**src/hdl/tsu_pkg.sv**
```systemverilog
// ----------------------------------------------------------------------------
// tsu_pkg
// Shared types, constants and helpers of the Taylor-series trig unit.
// ----------------------------------------------------------------------------
package tsu_pkg;

    localparam int MAX_TERMS = 48;
    localparam int FRAC_BITS = 28;

    localparam int W      = 64;           // internal word
    localparam int ARG_W  = 34;           // angle plus pi/2, signed
    localparam int AMAG_W = ARG_W - 1;
    localparam int ACC_W  = 63 + AMAG_W;  // term magnitude times argument magnitude
    localparam int R_W    = ACC_W - FRAC_BITS;
    localparam int K_W    = 8;
    localparam int D_W    = 2 * K_W;
    localparam int N_W    = $clog2(MAX_TERMS + 1);
    localparam int DIV_BITS  = 4;
    localparam int DIV_STEPS = W / DIV_BITS;
    localparam int QDIV_STEPS = 2 * W;
    localparam int CNT_W  = $clog2(QDIV_STEPS);
    localparam int Q_W    = 42;

    localparam logic [W-1:0] LIM = 64'h4000_0000_0000_0000;
    localparam logic signed [W:0] LIM65  = 65'sh0_4000_0000_0000_0000;
    localparam logic signed [W:0] NLIM65 = -LIM65;
    localparam logic [W-1:0] PI_HALF_Q62 = 64'h6487_ED51_10B4_611A;
    localparam logic [W-1:0] PI_HALF =
        (PI_HALF_Q62 + (64'd1 << (61 - FRAC_BITS))) >> (62 - FRAC_BITS);
    localparam logic signed [ARG_W-1:0] PI_ARG = PI_HALF[ARG_W-1:0];
    localparam logic [Q_W-1:0] Q_BIG = 42'd1 << 40;
    localparam logic signed [31:0] VAL_MAX = 32'sh7FFF_FFFF;
    localparam logic signed [31:0] VAL_MIN = 32'sh8000_0000;

    localparam logic       REG_THR   = 1'b0;
    localparam logic [15:0] THR_RESET = 16'd3;

    typedef enum logic [1:0] {
        OP_SIN = 2'd0,
        OP_COS = 2'd1,
        OP_TAN = 2'd2,
        OP_COT = 2'd3
    } op_t;

    typedef enum logic [1:0] {
        ST_OK   = 2'd0,
        ST_SAT  = 2'd1,
        ST_DIV0 = 2'd2
    } status_t;

    typedef enum logic [3:0] {
        S_IDLE,
        S_CHECK,
        S_MUL_LO,
        S_MUL_HI,
        S_MUL_RND,
        S_DIV_INIT,
        S_DIV,
        S_DIV_END,
        S_NEXT,
        S_QDIV,
        S_FINISH
    } state_t;

    typedef struct packed {
        logic load;
        logic init_cos;
        logic add_term;
        logic mul_lo;
        logic mul_sel;
        logic mul_hi;
        logic mul_rnd;
        logic div_init;
        logic div_step;
        logic div_end;
        logic q_init;
        logic q_step;
        logic finish;
    } dp_cmd_t;

    typedef struct packed {
        logic term_small;
    } dp_stat_t;

    function automatic logic [W-1:0] mag64(input logic signed [W-1:0] a);
        logic [W-1:0] r;
        r = a[W-1] ? (~a + 64'd1) : a;
        return r;
    endfunction

endpackage

```
**src/hdl/tsu_ctrl.sv**
```systemverilog
// ----------------------------------------------------------------------------
// tsu_ctrl
// Sequencer: series term loop, tan/cot second pass, long division, result.
// ----------------------------------------------------------------------------
module tsu_ctrl (
    input  logic              clk,
    input  logic              rst_n,
    input  logic              start,
    input  logic              op_quot,
    input  tsu_pkg::dp_stat_t stat,
    output tsu_pkg::dp_cmd_t  cmd,
    output logic              busy
);
    import tsu_pkg::*;

    state_t           state_reg, state_next;
    logic [N_W-1:0]   n_reg, n_next;
    logic [CNT_W-1:0] cnt_reg, cnt_next;
    logic             sel_reg, sel_next;
    logic             pass_reg, pass_next;
    logic             tc_reg, tc_next;

    always_ff @(posedge clk or negedge rst_n)
    begin
        if (!rst_n)
        begin
            state_reg <= S_IDLE;
            n_reg     <= '0;
            cnt_reg   <= '0;
            sel_reg   <= 1'b0;
            pass_reg  <= 1'b0;
            tc_reg    <= 1'b0;
        end
        else
        begin
            state_reg <= state_next;
            n_reg     <= n_next;
            cnt_reg   <= cnt_next;
            sel_reg   <= sel_next;
            pass_reg  <= pass_next;
            tc_reg    <= tc_next;
        end
    end

    always_comb
    begin
        state_next = state_reg;
        n_next     = n_reg;
        cnt_next   = cnt_reg;
        sel_next   = sel_reg;
        pass_next  = pass_reg;
        tc_next    = tc_reg;
        unique case (state_reg)
            S_IDLE:
            begin
                if (start)
                begin
                    state_next = S_CHECK;
                    n_next     = '0;
                    pass_next  = 1'b0;
                    tc_next    = op_quot;
                end
            end
            S_CHECK:
            begin
                if (n_reg == N_W'(MAX_TERMS) || stat.term_small)
                    state_next = S_NEXT;
                else
                begin
                    state_next = S_MUL_LO;
                    sel_next   = 1'b0;
                end
            end
            S_MUL_LO:  state_next = S_MUL_HI;
            S_MUL_HI:  state_next = S_MUL_RND;
            S_MUL_RND:
            begin
                if (!sel_reg)
                begin
                    sel_next   = 1'b1;
                    state_next = S_MUL_LO;
                end
                else
                    state_next = S_DIV_INIT;
            end
            S_DIV_INIT:
            begin
                cnt_next   = '0;
                state_next = S_DIV;
            end
            S_DIV:
            begin
                cnt_next = cnt_reg + 1'b1;
                if (cnt_reg == CNT_W'(DIV_STEPS - 1))
                    state_next = S_DIV_END;
            end
            S_DIV_END:
            begin
                n_next     = n_reg + 1'b1;
                state_next = S_CHECK;
            end
            S_NEXT:
            begin
                if (tc_reg && !pass_reg)
                begin
                    pass_next  = 1'b1;
                    n_next     = '0;
                    state_next = S_CHECK;
                end
                else if (tc_reg)
                begin
                    cnt_next   = '0;
                    state_next = S_QDIV;
                end
                else
                    state_next = S_FINISH;
            end
            S_QDIV:
            begin
                cnt_next = cnt_reg + 1'b1;
                if (cnt_reg == CNT_W'(QDIV_STEPS - 1))
                    state_next = S_FINISH;
            end
            S_FINISH:  state_next = S_IDLE;
            default:   state_next = S_IDLE;
        endcase
    end

    always_comb
    begin
        cmd     = '0;
        busy    = (state_reg != S_IDLE);
        unique case (state_reg)
            S_IDLE:     cmd.load = start;
            S_CHECK:    cmd.add_term = !(n_reg == N_W'(MAX_TERMS) || stat.term_small);
            S_MUL_LO:
            begin
                cmd.mul_lo  = 1'b1;
                cmd.mul_sel = sel_reg;
            end
            S_MUL_HI:   cmd.mul_hi = 1'b1;
            S_MUL_RND:  cmd.mul_rnd = 1'b1;
            S_DIV_INIT: cmd.div_init = 1'b1;
            S_DIV:      cmd.div_step = 1'b1;
            S_DIV_END:  cmd.div_end = 1'b1;
            S_NEXT:
            begin
                cmd.init_cos = tc_reg && !pass_reg;
                cmd.q_init   = tc_reg && pass_reg;
            end
            S_QDIV:     cmd.q_step = 1'b1;
            S_FINISH:   cmd.finish = 1'b1;
            default:    cmd = '0;
        endcase
    end

endmodule

```
**config.mk**
```make
export PLATFORM = sky130hd
export DESIGN_NAME = tsu_ctrl
export DESIGN_NICKNAME = d
export VERILOG_FILES = /design/src/hdl/tsu_pkg.sv /design/src/hdl/tsu_ctrl.sv
export SDC_FILE = /design/constraint.sdc
export NUM_CORES = 1
export LEC_CHECK = 0
export BUFFER_PORTS_ARGS = -buffer_cell sky130_fd_sc_hd__buf_2
export CAP_MARGIN = 15
export CORE_MARGIN = 8
export CORE_UTILIZATION = 52
export CTS_BUF_LIST = sky130_fd_sc_hd__clkbuf_8 sky130_fd_sc_hd__clkbuf_16
export DETAILED_ROUTE_END_ITERATION = 12
export GPL_TIMING_DRIVEN = 0
export PLACE_DENSITY = 0.74
export REMOVE_ABC_BUFFERS = 1
export SLEW_MARGIN = 40
export SYNTH_ARGS = -nofsm -noshare
export SYNTH_HDL_FRONTEND = slang
export SYNTH_SLANG_ARGS = --single-unit
```
**constraint.sdc**
```tcl
create_clock -name clk -period 2.32 [get_ports clk]
set_input_delay 0.696 -clock clk [delete_from_list [all_inputs] [get_ports clk]]
set_output_delay 0.696 -clock clk [all_outputs]
set_load 0.1 [all_outputs]
```
# Word-level counts from Yosys, hierarchy flattened
# Index checks and enable logic that the tools add are counted.
# W data, S select, Z words.
# op_classes
n_reduce_logical	18
add_sub_neg	2
eq_ne	20
muxes	31
# op_table
op	count
$pmux W4 S10	1
$pmux W7 S3	1
$mux W4	5
$pmux W6 S3	1
$eq A4 B3 Y1 const B	4
$mux W1	14
$mux W7	2
$ne A2 B2 Y1 const B	7
$eq A4 B4 Y1 const B	3
$mux W6	2
$reduce_and A3 Y1	4
$eq A4 B2 Y1 const B	2
$add A7 B1 Y7 const B	1
$eq A7 B4 Y1 const B	1
$eq A7 B7 Y1 const B	1
$add A6 B1 Y6 const B	1
$eq A6 B6 Y1 const B	1
$reduce_bool A3 Y1	2
$eq A4 B1 Y1 const B	1
$logic_not A4 Y1	1
$mux W2	2
$pmux W1 S2	2
$reduce_and A2 Y1	2
$reduce_bool A2 Y1	2
other kinds (6)	8
# word_totals
input_bits	5
out_inout_bits	14
reg_bits	20
elab_cells	77

# Longest topological paths before layout
# Gate-level depths: netlist of the first run.
# depth
word_depth	4
depth_mapped	6
ltp_nobuf	5

# Worst setup path before layout of the first run
# OpenSTA, ideal clock, no wires.
# synth_timing
path_type	input -> output
start	input port stat
end	output port cmd[10] in the netlist's numbering
t_required_ps	1624
arrival_ps	3804
cell_stages	2
n_path_buf	0
slack_ps	-2180
cell_sequence	a41o_1 nor4_1
# synth_rtl
item	line_no	text
start: declaration	tsu_ctrl.sv:10	input tsu_pkg::dp_stat_t stat,
end: declaration	tsu_ctrl.sv:11	output tsu_pkg::dp_cmd_t cmd,

==> results, run 1 <==
- The accumulated negative setup slack is -0.0282 ns.
- The number of I/O pins is 19.
- The detailed router put a total of 1380 µm of wire on met1.
- For the pin with the worst max-slew slack, the measured transition is 0.510 ns.
- The number of antenna violations at the first check in global routing came to 0.
- In this run, post-CTS hold repair placed 0 buffers.
- The dominant cell type by area after synthesis is sky130_fd_sc_hd__dfrtp_1.
- For this run, the share of the core covered by cells in the final layout is 68.4%.
- STA classifies the critical path endpoint as an output pin.
- Walking the worst path, the cells encountered are inv_1 -> ha_4 -> a41o_4 -> nor4_4 -> buf_6.
- The total via count in the routed design is 1188.
- TritonCTS built the clock tree.
- In the final layout, the multi-input gates occupy 753 µm².
- Of the total synthesized cell area, the portion taken by AND, OR, NAND and NOR gates is 29.7%.
- After detailed placement, the total cell area comes to 1340 µm².
- STA puts the critical path data required time at 1.62 ns.
- The sort of element at the start of the critical path is a register.
- The post-synthesis cell type count is 41.
- For this run, the slowest stage of the critical path takes 0.40 ns.
- The number of pins exceeding their max-slew limit in the final report is 0.
- After floorplanning, the core was sized to cover 2390 µm².
- The category of the critical setup timing path is register to output pin.
- After synthesis the netlist holds a flip-flop and latch count of 20.
- 0 antenna diodes ended up in the layout.
- The via-per-instance ratio is 5.97.
- Entering global routing, the biggest net connects 21 pins.
- The finished cells cover 1630 µm².
- The buffering stage count on the worst path with inverters included is 2.
- The number of H-tree levels is 1.
- The total wire length after detailed routing is 3270 µm.
- At the placement stage, the worst setup path has a slack of -0.179 ns.
- The cell area that synthesis handed to floorplanning was 1260 µm².
- The overall power is 0.649 mW.
- The power density of the placed cells is 397 nW/µm².
- The data arrival time of the critical path is 1.65 ns.
- The final critical path takes up 101% of the cycle.
- The final hold violation count is 0.
- At the later pin of the worst-skew pair, clock insertion delay measures 0.26 ns.
- Summing the areas of all fa, ha and maj instances in the mapped netlist gives 2.98% of the synthesized area.
- The clock passes through at most 2 buffers.
- Among cell families on the critical path, the largest total delay comes from flip-flops.
- The detailed router used layers up to and including met4.
- The most common cell in the synthesized netlist is sky130_fd_sc_hd__dfrtp_1.
- In this run the horizontal extent of the chip is 65.3 µm.
- Leaving out filler cells and counting taps, the final layout contains 199.
- The final net count is 178.
- The placed cell count is 181.
- The final-layout worst hold slack is 0.384 ns.
- Yosys printed 0 warnings.
- The quantity of I/O buffers inserted on ports is 18.
- The top achievable clock speed is 426 MHz.
- The weighted congestion reported at the end of routability-driven placement is 0.834.
- The minimum setup slack in the final design is -0.0282 ns.
- The number of enable-type register cells in the synthesized netlist is 0.
- The global-route wire length before repair is 4860 µm.
- The area share of the largest cell type after synthesis is 39.7%.
- After synthesis, the cell types taking the most area are sky130_fd_sc_hd__dfrtp_1 (40%), sky130_fd_sc_hd__nor2_1 (5.1%), sky130_fd_sc_hd__nor3_1 (3.6%).
- The mean instance size in the synthesized netlist is 8.88 µm².
- Once detail routing completed, the nets flagged for antenna violations numbered 0.
- On the critical path, the stage with the largest delay is an instance of sky130_fd_sc_hd__dfrtp_2.
- The compound-gate portion of the synthesized area is 14.0%.
- The final reports fail on setup timing.
- The number of CTS-inserted buffers is 3.
- Global routing finished with a remaining overflow of 0.
- The worst hold path belongs to the class input pin to asynchronous set/reset pin.
- The number of iterations in the first detailed-routing pass is 4.
- The leakage power is 0.673 nW.
- Setup repair after global routing could not meet its margin everywhere.
- The routed wirelength normalized by instance count is 16.4 µm.
- The sequential area share after synthesis is 39.7%.
- The die covers 4260 µm².
- The number of max-cap violations is 0.
- The fraction of synthesized area in multiplexers is 3.77%.
- The final clock skew is 0.00206 ns.
- The library cell used as clock root buffer is sky130_fd_sc_hd__clkbuf_8.
- Compared with the post-synthesis result, the final layout area differs by 29.6%.
- The total routing resource utilization after global routing is 14.2%.
- The number of global-route vias before repair came to 1065.
- In the synthesized netlist the dominant register cell turns out to be sky130_fd_sc_hd__dfrtp_1.
- Clock-pin slew was measured on the worst setup and hold paths at 0.08 ns.
- Row generation in the floorplan step produced 18 rows.
- The fraction of registers with async set or reset after synthesis is 100%.
- The commonest cells after synthesis are sky130_fd_sc_hd__dfrtp_1 (20), sky130_fd_sc_hd__nor2_1 (17), sky130_fd_sc_hd__nand2_1 (11).
- The initial DRC count is 104.
- The fraction of final layout cells sized beyond drive strength 1 is 34.9%.
- The worst-case IR drop observed on VDD is 0.000318 V.
- The initial standard-cell utilization of the core is 52.8%.
- The worst pin sits at a relative slew slack of 66.0%.
- The wire length on met3 is 189 µm.
- After technology mapping, the gate count stands at 142.
- The register with the most flip-flops in the layout has 7 of them.
- The die is 65.3 µm tall.
- Counting every sink on the clock net gives 20.
- The run finished, with violations left.
- For this run, design rule violations remaining after detail routing come to 0.
- The routed design uses 1620 µm of met2 wire.
- The HPWL after detailed placement is 1970 µm.
- The count of fill cells added during filler insertion is 199.
- The maximum fanout count along the critical path is 4.
- Setup violations remaining at the end of the flow were counted as 1.
- The area share of xor/xnor cells in the synthesized design is 4.17%.
- The smallest clock period supported by the final layout is computed as 2.35 ns.
- The sequential cell area is 509 µm².
- By area, the combinational part of the netlist is dominated by simple AND/OR/NAND/NOR gates.
area by class of cell:
class / instances / area share, %
multi-input cells: 107 / 46.1
flip-flops and latches: 20 / 31.2
repair buffers: 32 / 15.7
clock buffers: 4 / 3.37
well taps: 30 / 2.30
inverters: 6 / 1.38
cells by family after synthesis:
| group | Yosys count |
|---|---|
| xor+xnor | 6 |
| buf+inv | 15 |
| compound gates | 23 |
| simple gates | 71 |
| flops | 20 |
| mux | 4 |
| fa+ha+maj | 3 |
where the power goes:
| group | internal, mW | leakage, nW | total [mW] | switching (mW) |
|---|---|---|---|---|
| combinational | 0.00710 | 0.417 | 0.0199 | 0.0128 |
| clock | 0.151 | 0.0288 | 0.271 | 0.120 |
| sequential | 0.353 | 0.227 | 0.358 | 0.00523 |
worst register-to-register path, stage by stage, from the launching register on:
cell and delay (ns):
sky130_fd_sc_hd__dfrtp_2 0.49, sky130_fd_sc_hd__clkbuf_4 0.21, sky130_fd_sc_hd__or2_4 0.27, sky130_fd_sc_hd__a2111oi_4 0.53
sky130_fd_sc_hd__nor2_2 0.05, sky130_fd_sc_hd__mux2_4 0.26
metal layers:
layer  track usage, %  vias to the layer above
met5                0                        -
met4             6.81                        0
met3             3.57                       12
met2             22.6                       38
met1             17.6                      576
li1                 -                      562
path summary, 6_finish.rpt:
path / from / to / slack (ns) / cells after the start
setup / recovery: n_reg[0] / cmd[10] / -0.03 / 5
hold / removal: rst_n / state_reg[3] / 0.38 / 1
setup reg to reg: state_reg[1] / n_reg[0] / 0.39 / 5
hold reg to reg: cnt_reg[3] / cnt_reg[3] / 0.52 / 1
max in group asynchronous: rst_n / state_reg[3] / 1.57 / 1
min in group clk: cnt_reg[3] / cnt_reg[3] / 0.52 / 1
cells in the final DEF (no fill, tap or decap), types with 4 or more instances in the layout:
master and count:
sky130_fd_sc_hd__nor2_1 16, sky130_fd_sc_hd__buf_4 16, sky130_fd_sc_hd__dfrtp_1 15, sky130_fd_sc_hd__nand2_1 11
sky130_fd_sc_hd__nor3_1 8, sky130_fd_sc_hd__a21oi_1 7, sky130_fd_sc_hd__buf_2 7, sky130_fd_sc_hd__buf_6 7
sky130_fd_sc_hd__nand3_1 6, sky130_fd_sc_hd__inv_1 5, sky130_fd_sc_hd__xor2_1 5, sky130_fd_sc_hd__o21ai_0 4
sky130_fd_sc_hd__clkbuf_8 4, sky130_fd_sc_hd__dfrtp_2 4
what timing repair did:
item                                    4_1_cts  5_1_grt
endpoints found under the setup margin       14       13
buffers inserted                              5        9
gates resized for setup                      24       14
pin swaps                                     0        1
No activity file was read; power rests on OpenSTA's default activity.
==> run 2: changes to the inputs <==
Settings changed: CORE_UTILIZATION 52 to 40, HOLD_SLACK_MARGIN from default to 0.03, PLACE_DENSITY 0.74 to default.
==> run 2 against run 1 <==
  * The run now ends clean
  * Global-route usage shrank 1.9 points
  * Register-to-register slack gained 0.10 ns
  * Routed wire length shrank 9.8%
==> results, run 2 (same netlist as run 1, synthesis figures left out) <==
- The overall power is 0.609 mW.
- After the first detailed-routing iteration, the DRC count stood at 49.
- Dividing the detail-routed via count by the number of cells gives 5.34.
- For this design the top-level I/O count stands at 19.
- STA classifies the critical path startpoint as a register.
- Wires add up to 2940 µm.
- The sequential cell area is 508 µm².
- The clock tree from TritonCTS is done.
- The count of fill cells added during filler insertion is 287.
- The largest individual stage delay along the critical path comes from the cell sky130_fd_sc_hd__dfrtp_2.
- The number of H-tree levels is 1.
- The multi-input combinational cells in the finished layout cover a total of 766 µm².
- The floorplan step defined a die boundary enclosing 5210 µm².
- Clock tree synthesis selected as its root buffer the cell sky130_fd_sc_hd__clkbuf_8.
- The number of antenna violations at the first check in global routing is 0.
- The clock period minus final worst setup slack is 2.32 ns.
- Entering global routing, the biggest net connects 21 pins.
- In the final routed layout, each cell accounts on average for 14.2 µm.
- The first global-routing pass estimated 5100 µm of wire.
- The clock sink total is 20.
- Routability-driven placement finished with a final weighted congestion of 0.792.
- The setup slack of the worst register-to-register path is 0.49 ns.
- Buffers inserted during clock tree synthesis total 3.
- Setup repair after global routing could not meet its margin everywhere.
- In the layout the commonest cells are sky130_fd_sc_hd__nor2_1 (17), sky130_fd_sc_hd__dfrtp_1 (16), sky130_fd_sc_hd__buf_4 (12).
- The maximum fanout count along the critical path is 10.
- Across the VDD grid, the largest voltage drop is 0.000265 V.
- The clock transition time at the flip-flop clock pins of the worst setup and hold paths is 0.07 ns.
- The count of cells in the finished layout, fillers not included, comes to 207.
- The number of global-route vias before repair came to 1092.
- The die span in y is 72.2 µm.
- In the final design database the tool counted 173 nets.
- The number of iterations in the first detailed-routing pass is 4.
- The leakage power is 0.639 nW.
- The number of buffers added to fix hold violations after cts is 0.
- The critical path goes through nand2b_1 -> nor3_2 -> and2_1 -> buf_6.
- Cells with a size suffix above 1 make up 31.9% of the layout.
- Counting along the longest clock path gives a buffer depth of 2.
- The detailed-route DRC error count is 0.
- The number of failing setup endpoints in the final timing report is 0.
- Data on the critical path arrives at its endpoint at 1.62 ns.
- The flow ran to the end, and the final reports show no timing, DRC or antenna violations.
- The kind of capture point of the worst setup path is an output pin.
- The detail route stage leaves a number of antenna-violating nets equal to 0.
- The register with the most flip-flops in the layout has 7 of them.
- The remaining max-slew budget at the tightest pin is 64.3%.
- The placed cell count is 195.
- The initial utilization of the core area, before any placement, comes to 41.7%.
- The worst setup path is of the register to output pin kind.
- The top achievable clock speed is 431 MHz.
- From synthesis to final layout, the design area changed by 27.4%.
- The floorplan step set the die width to 72.2 µm.
- The total half-perimeter wirelength after legalization and detailed placement is 2010 µm.
- The largest single stage delay on the critical path is 0.49 ns.
- The library cell used most frequently in the layout, excluding fill and tap cells, is sky130_fd_sc_hd__nor2_1.
- For this design the ratio of total power to cell area is 379 nW/µm².
- The final hold violation count is 0.
- After global routing the overflow that remains totals 0.
- Measured in cells, the most critical reg-to-reg path has a length of 4.
- The number of max-cap violations is 0.
- The clock network latency to the later pin of the worst-skew pair is 0.27 ns.
- The final clock skew is 0.00600 ns.
- The total area inside the core boundary comes to 3030 µm².
- The number of pins exceeding their max-slew limit in the final report was 0.
- Global routing consumed, over all layers together, 12.4% of the routing resources.
- The number of antenna diodes in the final layout is 0.
- The total via count in the routed design is 1105.
- For the worst setup path, the data required time is 1.62 ns.
- The worst hold path belongs to the class input pin to asynchronous set/reset pin.
- The count of buffers added on input and output ports is 18.
- Dividing the final minimum period by the clock period gives 100%.
- The floorplan row count is 20.
- At the pin with the least slew margin, the transition time is 0.536 ns.
## run 2: layout make-up
cell class	count	share of cell area, %
clock buffers	3	2.57
multi-input cells	107	47.7
inverters	6	1.40
flip-flops and latches	20	31.6
well taps	44	3.43
repair buffers	27	13.3
## run 2: critical path, delay by kind of cell (launching register included)
family                 cells  cell delay, ns
buffers and inverters      1            0.23
AND/OR/NAND/NOR            3            0.63
flip-flops                 1            0.49
## run 2: metrics by stage
step                cell area (µm²)  hold slack (ns)  worst slack [ns]  setup TNS (ns)  utilization, %
global placement               1360            0.503            -0.232          -0.306            44.8
detailed placement             1360            0.535            -0.203          -0.270            44.8
global route                   1610            0.404           -0.0553         -0.0986            53.1
finish                         1610            0.382          0.000848               0            53.1
CTS                            1510            0.393           -0.0612         -0.0681            49.8
floorplan                      1210            0.400             -2.23          -17.22               -
## run 2: final timing paths
path / start / end
min in group clk: cnt_reg[3] / cnt_reg[3]
max in group asynchronous: rst_n / state_reg[1]
worst min-delay path: rst_n / cnt_reg[0]
worst max register to register: state_reg[1] / n_reg[0]
worst max-delay path: state_reg[0] / cmd[8]
worst min register to register: cnt_reg[3] / cnt_reg[3]
## run 2: timing repair
item | CTS | global route
pin swaps | 0 | 0
gates resized for setup | 21 | 17
setup buffers | 6 | 3
endpoints found under the setup margin | 14 | 13
cloned | 0 | 0
## run 2: report_power, final
group / total, mW / leakage, nW / switching [mW] / internal (mW)
clock network: 0.232 / 0.0216 / 0.116 / 0.116
registers: 0.358 / 0.228 / 0.00519 / 0.353
logic: 0.0197 / 0.390 / 0.0126 / 0.00706
## run 2: metal layers
metal,vias to the layer above,wire (µm),part of all wire (%),GRT usage (%)
met5,-,0,0,0
met3,7,105,3.6,2.89
met2,11,1420,48,19.9
met1,541,1350,46,14.9
li1,546,-,-,-
met4,0,70,2.4,6.58
==> run 3: changes to the inputs <==
Settings changed: SKIP_LAST_GASP from default to 1.
Clock period 2.32 ns to 2.8 ns, I/O delays scaled along.
==> run 3 against run 2 <==
  * Worst setup slack better by 0.11 ns
  * Highest routed layer unchanged
  * Die area unchanged
  * Core utilization down 6.4 points
  * Sequential share of layout area up 4.1 points
==> results, run 3 (same netlist as run 1, synthesis figures left out) <==
- Global routing finished with a remaining overflow of 0.
- The number of placed instances, taps included, is 195.
- The finished layout holds 198 standard cells, fillers aside.
- The highest ir drop seen on vdd is 0.000221 V.
- The accumulated negative setup slack is 0 ns.
- The routed design has 2790 µm of wire.
- In the final layout, the share of cells above drive strength 1 is 20.8%.
- The relative area change from synthesis to final layout is 12.0%.
- The top achievable clock speed is 371 MHz.
- After clock tree synthesis, the setup repair step added 0 buffers.
- The largest incremental delay on the critical path is 0.37 ns.
- Setup repair after global routing could not meet its margin everywhere.
- In this run the remaining antenna-violating nets after routing total 0.
- The sort of element at the start of the critical path is an input pin.
- Measured along the x axis, the die boundary spans 72.2 µm.
- For this design the static power due to leakage is 0.592 nW.
- At the pin with the least slew margin, the transition time is 0.526 ns.
- The weighted congestion reported at the end of routability-driven placement is 0.792.
- The number of global-route vias before repair is 1045.
- The final net count is 164.
- The number of inserted diodes is 0.
- The clock transition time at the flip-flop clock pins of the worst setup and hold paths is 0.08 ns.
- The routed wirelength normalized by instance count is 14.1 µm.
- Clock skew on the completed layout was measured at 0.00548 ns.
- The clock tree from TritonCTS is done.
- The number of pins exceeding their max-slew limit in the final report is 0.
- The global-route wire length before repair is 4920 µm.
- The area of the placeable core is 3030 µm².
- The number of iterations in the first detailed-routing pass is 4.
- Among all stages on the critical path, the largest delay is contributed by sky130_fd_sc_hd__buf_4.
- The number of H-tree levels is 1.
- The worst setup path is captured at an output pin.
- The total via count in the routed design is 1063.
- Counting I/O delays and the setup requirement, the final critical path takes 2.69 ns.
- The initial utilization of the core area, before any placement, comes to 41.7%.
- In this run the core area contains 20 standard-cell rows.
- The remaining max-slew budget at the tightest pin is 64.9%.
- The detailed-route DRC error count is 0.
- The overall power is 0.506 mW.
- In the layout the commonest cells are sky130_fd_sc_hd__nor2_1 (17), sky130_fd_sc_hd__dfrtp_1 (17), sky130_fd_sc_hd__buf_2 (16).
- The total cell area at the placement stage is 1360 µm².
- Walking the worst path, the cells encountered are buf_2 -> a41o_1 -> nor4_1 -> buf_4.
- The portion of the clock cycle consumed by the worst path in the final layout is 96.2%.
- After the first detailed-routing iteration, the DRC count stood at 77.
- Clock latency on the worst-skew pair, taken at its later pin, is 0.27 ns.
- The final hold violation count came to 0.
- The number of clock buffers added by TritonCTS is 3.
- The total half-perimeter wirelength after legalization and detailed placement is 2010 µm.
- The total routing resource utilization after global routing is 11.9%.
- After filler insertion, the fill cell instance count of the layout stands at 312.
- The register with the most flip-flops in the layout has 7 of them.
- The clock passes through at most 2 buffers.
- The die span in y is 72.2 µm.
- The category of the critical setup timing path is input pin to output pin.
- The maximum fanout count along the critical path is 3.
- At the worst endpoint, the required time is 1.96 ns.
- The type of the tightest min-delay check is input pin to asynchronous set/reset pin.
- The quantity of I/O buffers inserted on ports is 18.
- Max-cap violations in this run came to 0.
- The number of buffers added to fix hold violations after cts is 0.
- Data on the critical path arrives at its endpoint at 1.85 ns.
- The number of antenna violations at the first check in global routing came to 0.
- The library cell used as clock root buffer is sky130_fd_sc_hd__clkbuf_8.
- Setup violations remaining at the end of the flow were counted as 0.
- The number of I/O pins is 19.
- The via-per-instance ratio is 5.37.
- The largest net degree at the start of global routing is 21.
- For this design the ratio of total power to cell area is 358 nW/µm².
- The post-route cell area is 1410 µm².
- The die covers 5210 µm².
- Counting every sink on the clock net gives 20.
- The run finished with clean final reports.
==> run 3: critical path: cells and delay by family <==
family                 cells  cell delay, ns
AO/OA/AOI/OAI              1            0.25
buffers and inverters      2            0.46
AND/OR/NAND/NOR            1            0.30
==> run 3: cell type report <==
cell class              instances  area [µm²]  area share [%]
repair buffers                 18        95.1            6.73
clock buffers                   3        41.3            2.92
multi-input cells             107         694            49.2
well taps                      44        55.1            3.90
flip-flops and latches         20         504            35.7
inverters                       6        22.5            1.59
==> run 3: power breakdown <==
group          internal (mW)  total (mW)  leakage [nW]  switching, mW
registers              0.292       0.296         0.230        0.00397
logic                0.00506      0.0146         0.341        0.00957
clock network         0.0962       0.195        0.0216         0.0990
total                  0.394       0.506         0.592          0.113
==> run 3: through the flow <==
stage               setup slack, ns  hold slack (ns)  utilization (%)
global route               -0.00639            0.548             46.7
finish                        0.107            0.515             46.7
CTS                          0.0186            0.537             46.3
floorplan                     -1.99            0.475                -
global placement            -0.0398            0.503             44.8
detailed placement          -0.0111            0.535             44.8
==> run 3: path summary, 6_finish.rpt <==
| kind | startpoint | end | slack [ns] | depth (start not counted) |
|---|---|---|---|---|
| worst max-delay path | stat | cmd[10] | 0.11 | 4 |
| worst min-delay path | rst_n | state_reg[2] | 0.52 | 1 |
| worst max register to register | state_reg[2] | n_reg[0] | 0.97 | 4 |
| worst min register to register | cnt_reg[3] | cnt_reg[3] | 0.54 | 1 |
| max in group asynchronous | rst_n | state_reg[3] | 1.94 | 1 |
| min in group clk | cnt_reg[3] | cnt_reg[3] | 0.54 | 1 |
==> run 3: what timing repair did <==
item	in CTS	in global routing
endpoints found under the setup margin	2	8
gates cloned	0	0
resized for setup	2	3
==> run 3: per-layer routing <==
metal	wire, µm	track usage, %
met1	1280	14.8
met2	1340	18.6
met3	104	2.89
met4	70	6.58
met5	0	0
